--- src/design/wsc_ram.sv ---
`timescale 1ns / 1ps

module wsc_ram #(
    parameter int WIDTH = 8,
    parameter int DEPTH = 16,
    parameter int AW    = (DEPTH > 1) ? $clog2(DEPTH) : 1
) (
    input  logic             aclk,
    input  logic             we,
    input  logic [AW-1:0]    waddr,
    input  logic [WIDTH-1:0] wdata,
    input  logic             re,
    input  logic [AW-1:0]    raddr,
    output logic [WIDTH-1:0] rdata
);

    logic [WIDTH-1:0] mem [DEPTH];

    // One write port and one registered read port.
    always_ff @(posedge aclk) begin
        if (we) begin
            mem[waddr] <= wdata;
        end
        if (re) begin
            rdata <= mem[raddr];
        end
    end

endmodule
--- config.mk ---
export PLATFORM = sky130hd
export DESIGN_NAME = wsc_ram
export DESIGN_NICKNAME = d
export VERILOG_FILES = /design/src/design/wsc_ram.sv
export SDC_FILE = /design/constraint.sdc
export NUM_CORES = 1
export LEC_CHECK = 0
export ABC_AREA = 0
export BUFFER_PORTS_ARGS = -buffer_cell sky130_fd_sc_hd__buf_2
export CAP_MARGIN = 10
export CORE_AREA = 2 2 114 94
export DETAILED_ROUTE_END_ITERATION = 6
export DIE_AREA = 0 0 116 96
export PLACE_DENSITY = 0.73
export SYNTH_ARGS = -nofsm -noshare
export SYNTH_HDL_FRONTEND = slang
export SYNTH_SLANG_ARGS = --single-unit
export TNS_END_PERCENT = 5
--- constraint.sdc ---
create_clock -name aclk -period 1.8 [get_ports aclk]
set_input_delay 0.36 -clock aclk [delete_from_list [all_inputs] [get_ports aclk]]
set_output_delay 0.36 -clock aclk [all_outputs]
set_load 0.01 [all_outputs]
==> metrics.md, run 1 <==
| Metric | Value |
|---|---|
| Status | `complete, no violations` |
| Synthesized flop and latch total | `136` |
| Rel. slew slack | `52.3%` |
| Port bufs | `26` |
| Worst path required time | `1.94 ns` |
| Placeable Area | `0.00999 mm2` |
| Die ar. | `0.0111 mm2` |
| Critical path fanouts, max | `21` |
| Layout Nets | `305` |
| Hold Path Origin | `re` |
| Total power | `7.38 mW` |
| Drt pass-1 iters | `6` |
| Iter 0 DRT Violations | `193` |
| Crit Path Class | `primary input to flop` |
| DP Wirelength | `6170 um` |
| CTS tree | `done` |
| Final Cycle Share | `82.1%` |
| Critical path capture point type | `flop` |
| FF-to-FF setup slack | `0.34 ns` |
| Multi-input gate area | `0.00106 mm2` |
| Area fraction of the dominant cell type after synthesis | `78.1%` |
| Total global routing track utilization | `19.6%` |
| Clk_skew | `0.00741 ns` |
| Hold Path Sink | `rdata[3]$_DFFE_PP_` |
| CP bufs+invs | `2` |
| Routed length per instance | `21.9 um` |
| Warnings from Yosys | `0` |
| Hold path depth | `1` |
| R2r endpoint | `rdata[4]$_DFFE_PP_` |
| Remaining Overflow, GRT | `0` |
| Post-CTS sizing | `0` |
| MaxCap Viol Count | `0` |
| Final Setup Violations | `0` |
| Worst Path Arrival | `1.62 ns` |
| Fin Setup TNS | `0 ns` |
| Via/cell ratio | `5.68` |
| Synthesized area per cell | `22.8 um2` |
| Max-slew violation count | `0` |
| Synth area leaders | `edfxtp_1 (78%), mux4_2 (7.8%), mux4_1 (7.0%)` |
| CP max stage delay | `0.58 ns` |
| Actual slew at the worst max-slew pin | `0.714 ns` |
| Cell Area, Synth | `0.00523 mm2` |
| Register area | `0.00408 mm2` |
| I/O pin total | `27` |
| Worst vdd ir | `0.000948 V` |
| Synth-to-layout area growth | `19.5%` |
| Diode count | `0` |
| Reg clk slew, reported paths | `0.05 ns` |
| Top cell type by total area after synthesis | `edfxtp_1` |
| Slowest library cell on the worst path | `mux4_1` |
| Routed vias | `2487` |
| Crit path time final | `1.48 ns` |
| Chip width | `116 um` |
| Share of cells above drive strength 1 | `31.5%` |
| Hold Crit Class | `primary input to flop` |
| Critical Path Start Type | `primary input` |
| Netlist cell types | `18` |
| Max clock buf depth | `2` |
| Worst r2r path cells | `3` |
| Power per Cell Area | `1180 mW/mm2` |
| Post-CTS Hold Buffers | `0` |
| Register area share after synthesis | `78.1%` |
| Die height | `96 um` |
| Clk sink count | `136` |
| RSZ-0062 raised after global routing | `no` |
| First-pass GRT wire length | `14700 um` |
| Vias in the first global route | `2490` |
| Cell Chain, Critical Path | `buf_2 -> buf_12 -> mux4_1 -> a22oi_1 -> nand2_1` |
| GP Congestion | `0.736` |
| Final ANT Viol Nets | `0` |
| Post-route DRC | `0` |
| Root Buffer | `clkbuf_16` |
| Row cnt | `33` |
| CTS Buf Count | `17` |
| WL final | `9570 um` |
| Mapped Nets | `248` |
| Max Clk Rate | `676 MHz` |
| Antenna violations before repair | `0` |
| Delay-heaviest family, CP | `multiplexers` |
| Cell leakage power | `2.13 nW` |
| Filler cells | `720` |
| Setup Fix Bufs, Post-CTS | `0` |
| Largest net degree at the start of global routing | `22` |
| Fin. Hold Viols | `0` |
| Worst reg2reg path startpoint | `mem[10][4]$_DFFE_PP_` |
| Mapped Cells | `229` |
| Clk Latency, worst-skew pair | `0.40 ns` |
| Initial core utilization | `52.3%` |
| H-tree Lvls | `4` |
-- through the flow --
step / cell area, um2 / worst slack (ns) / util (%) / hold slack [ns] / std cells
floorplan: 5230 / 0.158 / - / 0.459 / 229
global placement: 5650 / -0.0936 / 56.6 / 0.726 / 407
detailed placement: 5650 / -0.110 / 56.6 / 0.735 / 407
CTS: 6250 / 0.308 / 62.5 / 0.313 / 438
global route: 6250 / 0.213 / 62.5 / 0.310 / 438
finish: 6250 / 0.322 / 62.5 / 0.327 / 438
-- area by class of cell --
type / instances / area share, %
multi-input combinational: 83 / 17.0
sequential: 136 / 65.4
clock buffer: 21 / 7.05
timing repair buffer: 48 / 5.33
clock inverter: 10 / 2.44
tap: 140 / 2.80
-- worst reg2reg max path, delay by kind of cell, from the launching register on --
| kind | cells | cell delay (ns) |
|---|---|---|
| simple gates | 1 | 0.10 |
| compound gates | 1 | 0.25 |
| flops | 1 | 0.36 |
| mux | 1 | 0.50 |
-- layer usage --
metal / GRT usage [%] / wire, um / up-vias
met4: 5.75 / 80 / 0
met5: 0 / 0 / -
met1: 28.3 / 4290 / 1296
met2: 28.9 / 4600 / 88
met3: 6.49 / 604 / 11
li1: - / - / 1092
-- worst max-delay path by stage --
| stage | depth (start not counted) | startpoint | to |
|---|---|---|---|
| after floorplan | 5 | raddr[0] | rdata[1]$_DFFE_PP_ |
| after global placement | 5 | raddr[0] | rdata[4]$_DFFE_PP_ |
| after detailed placement | 5 | raddr[0] | rdata[3]$_DFFE_PP_ |
| after CTS | 5 | raddr[0] | rdata[4]$_DFFE_PP_ |
| after global routing | 5 | raddr[0] | rdata[4]$_DFFE_PP_ |
| final | 5 | raddr[0] | rdata[4]$_DFFE_PP_ |
-- cell families after synthesis --
group                  after synthesis  share of synthesized area (%)
AO/OA/AOI/OAI                       16                           2.30
flip-flops                         136                           78.1
AND/OR/NAND/NOR                     35                           3.14
buffers and inverters               10                           1.65
multiplexers                        32                           14.8
-- flip-flops by register name (all words and copies together) (netlist names) --
| register | count |
|---|---|
| rdata | 8 |
| mem | 128 |
-- placed cells by master, fill, tap and decap left out, types with 2 or more instances in the layout --
cell | Yosys | final
clkbuf_16 | 0 | 17
nor2_1 | 13 | 13
mux4_1 | 14 | 14
nor3_1 | 4 | 3
edfxtp_1 | 136 | 136
nand2b_1 | 2 | 2
a22oi_1 | 16 | 16
clkinv_2 | 0 | 4
buf_12 | 0 | 3
bufinv_16 | 0 | 4
buf_4 | 1 | 19
nand3b_1 | 2 | 2
buf_2 | 3 | 26
mux4_2 | 18 | 18
nand2_1 | 9 | 9
clkbuf_1 | 0 | 4
-- synthesized netlist by cell type (all sizes together) --
cell type / number
nor2: 13
buf: 7
or3b: 1
and2b: 1
mux4: 32
nand2b: 2
clkdlybuf4s25: 3
nand2: 9
and2: 1
edfxtp: 136
nor2b: 1
a22oi: 16
nor3: 4
nand3b: 2
nand3: 1
-- report_power, final --
group | internal, mW | leakage (nW) | switching (mW) | total (mW)
combinational | 0.147 | 0.604 | 0.186 | 0.332
sequential | 3.57 | 1.24 | 0.0204 | 3.59
clock | 2.29 | 0.292 | 1.16 | 3.46
Power figures use the tool's default switching activity.
==> run 2: changes to the inputs <==
Settings changed: CORE_AREA 2 2 114 94 to 2 2 112 93, DIE_AREA 0 0 116 96 to 0 0 114 95, PLACE_DENSITY 0.73 to 0.72.
Clock period 1.8 ns to 1.49 ns, I/O delays scaled along.
==> run 2 against run 1 <==
Compared with the run above:
- first-iteration DRC count rose by 24%
- core utilization rose by 0.19 points
- combinational power rose by 26%
- highest routed layer unchanged
- cell count fell by 3.9%
- power rose by 15%
- critical endpoint is now rdata[5]$_DFFE_PP_
==> metrics.md, run 2 (same netlist as run 1, synthesis figures left out) <==
| Metric | Value |
|---|---|
| Delay-heaviest family, CP | `multiplexers` |
| Combinational fraction of design power | `4.9%` |
| Most frequent cells in the layout | `edfxtp_1 (136), buf_2 (26), mux4_2 (25)` |
| Row cnt | `33` |
| FF-to-FF setup slack | `0.03 ns` |
| Clk sink count | `136` |
| H-tree Lvls | `4` |
| Rel. slew slack | `52.1%` |
| RSZ-0062 raised after global routing | `no` |
| Via/cell ratio | `5.91` |
| DP Cell Count | `393` |
| Regs by FF count | `mem (128), rdata (8)` |
| Power share of the clock group | `44.0%` |
| Hold Crit Class | `primary input to flop` |
| Total global routing track utilization | `19.9%` |
| Layout Nets | `309` |
| Worst r2r path cells | `3` |
| Synth-to-layout area growth | `17.9%` |
| Remaining Overflow, GRT | `0` |
| MaxCap Viol Count | `0` |
| I/O pin total | `27` |
| Seq pwr share | `51.1%` |
| Hold Path Origin | `re` |
| CTS tree | `done` |
| Crit path time final | `1.46 ns` |
| Diode count | `0` |
| Setup Fix Bufs, Post-CTS | `0` |
| Final Cycle Share | `97.7%` |
| Cell leakage power | `2.08 nW` |
| Routed length per instance | `22.8 um` |
| Final Instance Count excl. Fillers | `421` |
| Actual slew at the worst max-slew pin | `0.716 ns` |
| Reg clk slew, reported paths | `0.05 ns` |
| Drt pass-1 iters | `4` |
| Chip width | `114 um` |
| CTS Buf Count | `17` |
| Worst reg2reg path startpoint | `mem[3][5]$_DFFE_PP_` |
| Slowest library cell on the worst path | `mux4_2` |
| Worst Path Arrival | `1.61 ns` |
| Layout Utilization | `62.7%` |
| Vias in the first global route | `2533` |
| Pint | `6.90 mW` |
| Max-slew violation count | `0` |
| Die ar. | `0.0108 mm2` |
| Post-route DRC | `0` |
| Fin Hold WS | `0.264 ns` |
| Iter 0 DRT Violations | `240` |
| Commonest non-fill, non-tap cell in the layout | `edfxtp_1` |
| Final Setup Violations | `0` |
| Final ANT Viol Nets | `0` |
| Hold Path Sink | `rdata[7]$_DFFE_PP_` |
| Routed vias | `2487` |
| Crit Path Class | `flop to flop` |
| Root Buffer | `clkbuf_16` |
| WL final | `9600 um` |
| Placeable Area | `0.00983 mm2` |
| Max reg flops | `128` |
| Clk Latency, worst-skew pair | `0.40 ns` |
| Antenna violations before repair | `0` |
| Port bufs | `26` |
| Critical Path Start Type | `flop` |
| DP Wirelength | `6180 um` |
| Max clock buf depth | `2` |
| Hold path depth | `1` |
| Die height | `95 um` |
| Clk_skew | `0.00412 ns` |
| Share of cells above drive strength 1 | `33.8%` |
| Initial core utilization | `53.2%` |
| Largest net degree at the start of global routing | `17` |
| Critical path fanouts, max | `1` |
| R2r endpoint | `rdata[5]$_DFFE_PP_` |
| Power per Cell Area | `1380 mW/mm2` |
| CP bufs+invs | `0` |
| Critical path capture point type | `flop` |
| Switching Power | `1.59 mW` |
| Sw Share | `18.8%` |
| Worst vdd ir | `0.000984 V` |
| Max Clk Rate | `687 MHz` |
| First-pass GRT wire length | `14600 um` |
| Worst path required time | `1.64 ns` |
| Fin. Hold Viols | `0` |
| Biggest register | `mem` |
| GP Congestion | `0.724` |
| CP max stage delay | `0.49 ns` |
| Cell Chain, Critical Path | `mux4_2 -> a22oi_1 -> nand2_1` |
| Status | `complete, no violations` |
## run 2: cell types whose count changed in the layout (fill, tap and decap cells not counted), moves of 2 or more
cell       previous run  this run
clkinv_1              1         3
bufinv_16             4         2
mux4_2               18        25
buf_4                19        23
clkinv_2              4         2
mux4_1               14         7
## run 2: per-layer routing
layer,part of all wire [%],wire length (um),global-route usage [%]
met5,0,0,0
met4,0.71,68,8.13
met3,9.1,877,6.68
met2,47,4530,28.8
met1,43,4130,28.2
## run 2: worst max path at each step
stage          slack [ns]                 from                  end  cells past startpoint
6_report             0.03  mem[3][5]$_DFFE_PP_   rdata[5]$_DFFE_PP_                      3
5_1_grt             0.007  mem[9][5]$_DFFE_PP_   rdata[5]$_DFFE_PP_                      3
4_1_cts              0.06  mem[3][5]$_DFFE_PP_   rdata[5]$_DFFE_PP_                      3
3_5_place_dp        -0.35             raddr[0]   rdata[5]$_DFFE_PP_                      5
3_3_place_gp        -0.34             raddr[0]   rdata[5]$_DFFE_PP_                      5
2_1_floorplan       -0.07             waddr[2]  mem[3][0]$_DFFE_PP_                      2
## run 2: worst register-to-register path: cells and delay by family, from the launching register on
kind	cells	cell delay [ns]
compound gates	1	0.26
flops	1	0.36
mux	1	0.49
simple gates	1	0.09
## run 2: repair_timing
action                     in CTS  in global routing
gates resized for setup         0                  1
setup endpoints to repair       0                  1
hold buffers                    0                  0
## run 2: area by class of cell
| cell class | count | area (um2) |
|---|---|---|
| fillers | 681 | 3660 |
| flip-flops and latches | 136 | 4080 |
| repair buffers | 52 | 363 |
| multi-input cells | 83 | 1040 |
| clock inverters | 7 | 81.3 |
| well taps | 122 | 153 |
| clock buffers | 21 | 440 |
## run 2: stage by stage
stage / cell area [um2] / TNS, ns / worst slack (ns) / total power [mW]
CTS: 6160 / 0 / 0.0588 / 8.56
floorplan: 5220 / -2.66 / -0.0741 / 4.64
global route: 6160 / 0 / 0.00662 / 8.76
global placement: 5640 / -4.04 / -0.335 / 4.82
finish: 6160 / 0 / 0.0343 / 8.49
detailed placement: 5640 / -4.51 / -0.346 / 4.84
## run 2: power groups by stage
stage          logic, mW  registers, mW  clock network [mW]
2_1_floorplan      0.226           4.42                   0
3_3_place_gp       0.412           4.41                   0
3_5_place_dp       0.421           4.42                   0
4_1_cts            0.423           4.34                3.80
5_1_grt            0.456           4.34                3.96
6_report           0.417           4.34                3.73
==> run 3: changes to the inputs <==
Settings changed: BUFFER_PORTS_ARGS -buffer_cell sky130_fd_sc_hd__buf_2 to -buffer_cell sky130_fd_sc_hd__buf_4, PLACE_DENSITY 0.72 to unset, PLACE_DENSITY_LB_ADDON set to 0.3.
==> run 3 against run 2 <==
Compared with the run above:
- via count barely moved
- first-iteration DRC count increased by 17%
- routed wire length is 3.9% higher
- setup slack got worse by 0.014 ns
==> metrics.md, run 3 (same netlist as run 1, synthesis figures left out) <==
| Metric | Value |
|---|---|
| H-tree Lvls | `4` |
| Drt pass-1 iters | `5` |
| Diode count | `0` |
| Sw Share | `19.5%` |
| Remaining Overflow, GRT | `0` |
| Dpl cell area | `0.00575 mm2` |
| Post-CTS Hold Buffers | `0` |
| Filler cells | `655` |
| Worst Path Arrival | `1.62 ns` |
| Final ANT Viol Nets | `0` |
| Cell leakage power | `2.17 nW` |
| Fin Setup TNS | `0 ns` |
| Regs by FF count | `mem (128), rdata (8)` |
| Power per Cell Area | `1430 mW/mm2` |
| Critical path fanouts, max | `1` |
| RSZ-0062 raised after global routing | `no` |
| Die ar. | `0.0108 mm2` |
| Cell Chain, Critical Path | `mux4_1 -> a22oi_1 -> nand2_1` |
| CP Depth | `3` |
| GP Congestion | `0.771` |
| Delay-heaviest family, CP | `multiplexers` |
| Synth-to-layout area growth | `21.9%` |
| Max-slew violation count | `0` |
| Seq pwr share | `47.8%` |
| Critical Path Start Type | `flop` |
| Max Clk Rate | `680 MHz` |
| CP bufs+invs | `0` |
| Switching Power | `1.77 mW` |
| Actual slew at the worst max-slew pin | `0.916 ns` |
| Antenna violations before repair | `0` |
| Critical path capture point type | `flop` |
| Hold Crit Class | `primary input to flop` |
| MaxCap Viol Count | `0` |
| Placeable Area | `0.00983 mm2` |
| Port bufs | `26` |
| Power share of the clock group | `47.2%` |
| Chip width | `114 um` |
| Routed vias | `2488` |
| Vias in the first global route | `2621` |
| I/O pin total | `27` |
| Worst r2r path cells | `3` |
| Hold path depth | `1` |
| Row cnt | `33` |
| Largest net degree at the start of global routing | `17` |
| Combinational fraction of design power | `5.0%` |
| Clk Latency, worst-skew pair | `0.41 ns` |
| Post-route DRC | `0` |
| Post-route cell area | `0.00637 mm2` |
| Final Setup Violations | `0` |
| Worst path required time | `1.64 ns` |
| Max clock buf depth | `2` |
| Most frequent cells in the layout | `edfxtp_1 (136), buf_4 (55), mux4_2 (25)` |
| Clk sink count | `136` |
| WL final | `9970 um` |
| Crit path time final | `1.47 ns` |
| Initial core utilization | `53.2%` |
| Max reg flops | `128` |
| First-pass GRT wire length | `15300 um` |
| Share of cells above drive strength 1 | `37.2%` |
| Total global routing track utilization | `20.6%` |
| Final Cycle Share | `98.7%` |
| DP Cell Count | `399` |
| Die height | `95 um` |
| Root Buffer | `clkbuf_16` |
| Layout Utilization | `64.8%` |
| Pint | `7.31 mW` |
| Reg clk slew, reported paths | `0.06 ns` |
| CTS tree | `done` |
| Clk_skew | `0.00710 ns` |
| Slowest library cell on the worst path | `mux4_1` |
| CP max stage delay | `0.51 ns` |
| DP Wirelength | `6430 um` |
| Layout Nets | `315` |
| Final Instance Count excl. Fillers | `431` |
| Biggest register | `mem` |
| Rel. slew slack | `38.8%` |
| Worst vdd ir | `0.000929 V` |
| Status | `complete, no violations` |
| Crit Path Class | `flop to flop` |
| Fin. Hold Viols | `0` |
| Routed length per instance | `23.1 um` |
| Via/cell ratio | `5.77` |
| Commonest non-fill, non-tap cell in the layout | `edfxtp_1` |
| CTS Buf Count | `17` |
| Iter 0 DRT Violations | `280` |
-- run 3: cell types whose count changed in the layout (fill, tap and decap cells not counted), sizes merged --
| cell | previous run | this run |
|---|---|---|
| clkinv | 5 | 6 |
| buf | 52 | 58 |
| clkinvlp | 0 | 3 |
| inv | 0 | 1 |
| clkbuf | 21 | 18 |
| bufinv | 2 | 4 |
-- run 3: layer usage --
metal  part of all wire [%]  vias to the layer above  wire (um)  GRT usage, %
li1                       -                     1110          -             -
met1                     45                     1277       4500          29.8
met2                     47                       91       4730          31.0
met3                    6.4                       10        641          5.33
met4                    1.0                        0        104          7.32
met5                      0                        -          0             0
-- run 3: what timing repair did --
action / CTS / global route
gates resized for setup: 0 / 3
endpoints found under the setup margin: 0 / 3
buffers inserted: 0 / 0
endpoints found under the hold margin: 0 / 0
-- run 3: layout make-up --
cell class	instances	area [um2]	share of cell area [%]
Clock buffer	18	429	6.74
Clock inverter	14	180	2.83
Multi-Input combinational cell	83	1050	16.5
Sequential cell	136	4080	64.1
Tap cell	122	153	2.40
Timing Repair Buffer	58	473	7.42
-- run 3: through the flow --
step	setup slack (ns)	total power, mW	hold slack [ns]
5_1_grt	0.00244	9.33	0.185
6_report	0.0199	9.08	0.194
3_3_place_gp	-0.313	4.86	0.608
4_1_cts	0.00305	9.14	0.181
2_1_floorplan	-0.0741	4.64	0.397
3_5_place_dp	-0.330	4.87	0.609
-- run 3: final timing paths --
path | from | end | slack, ns
hold reg to reg | mem[14][1]$_DFFE_PP_ | rdata[1]$_DFFE_PP_ | 0.75
setup / recovery | mem[6][0]$_DFFE_PP_ | rdata[0]$_DFFE_PP_ | 0.02
hold / removal | wdata[1] | mem[6][1]$_DFFE_PP_ | 0.19
setup reg to reg | mem[6][0]$_DFFE_PP_ | rdata[0]$_DFFE_PP_ | 0.02
-- run 3: power groups by stage --
stage	clock network, mW	registers (mW)	logic, mW
after floorplan	0	4.42	0.226
after global placement	0	4.41	0.447
after detailed placement	0	4.42	0.452
after CTS	4.35	4.34	0.454
after global routing	4.50	4.34	0.493
final	4.29	4.34	0.454
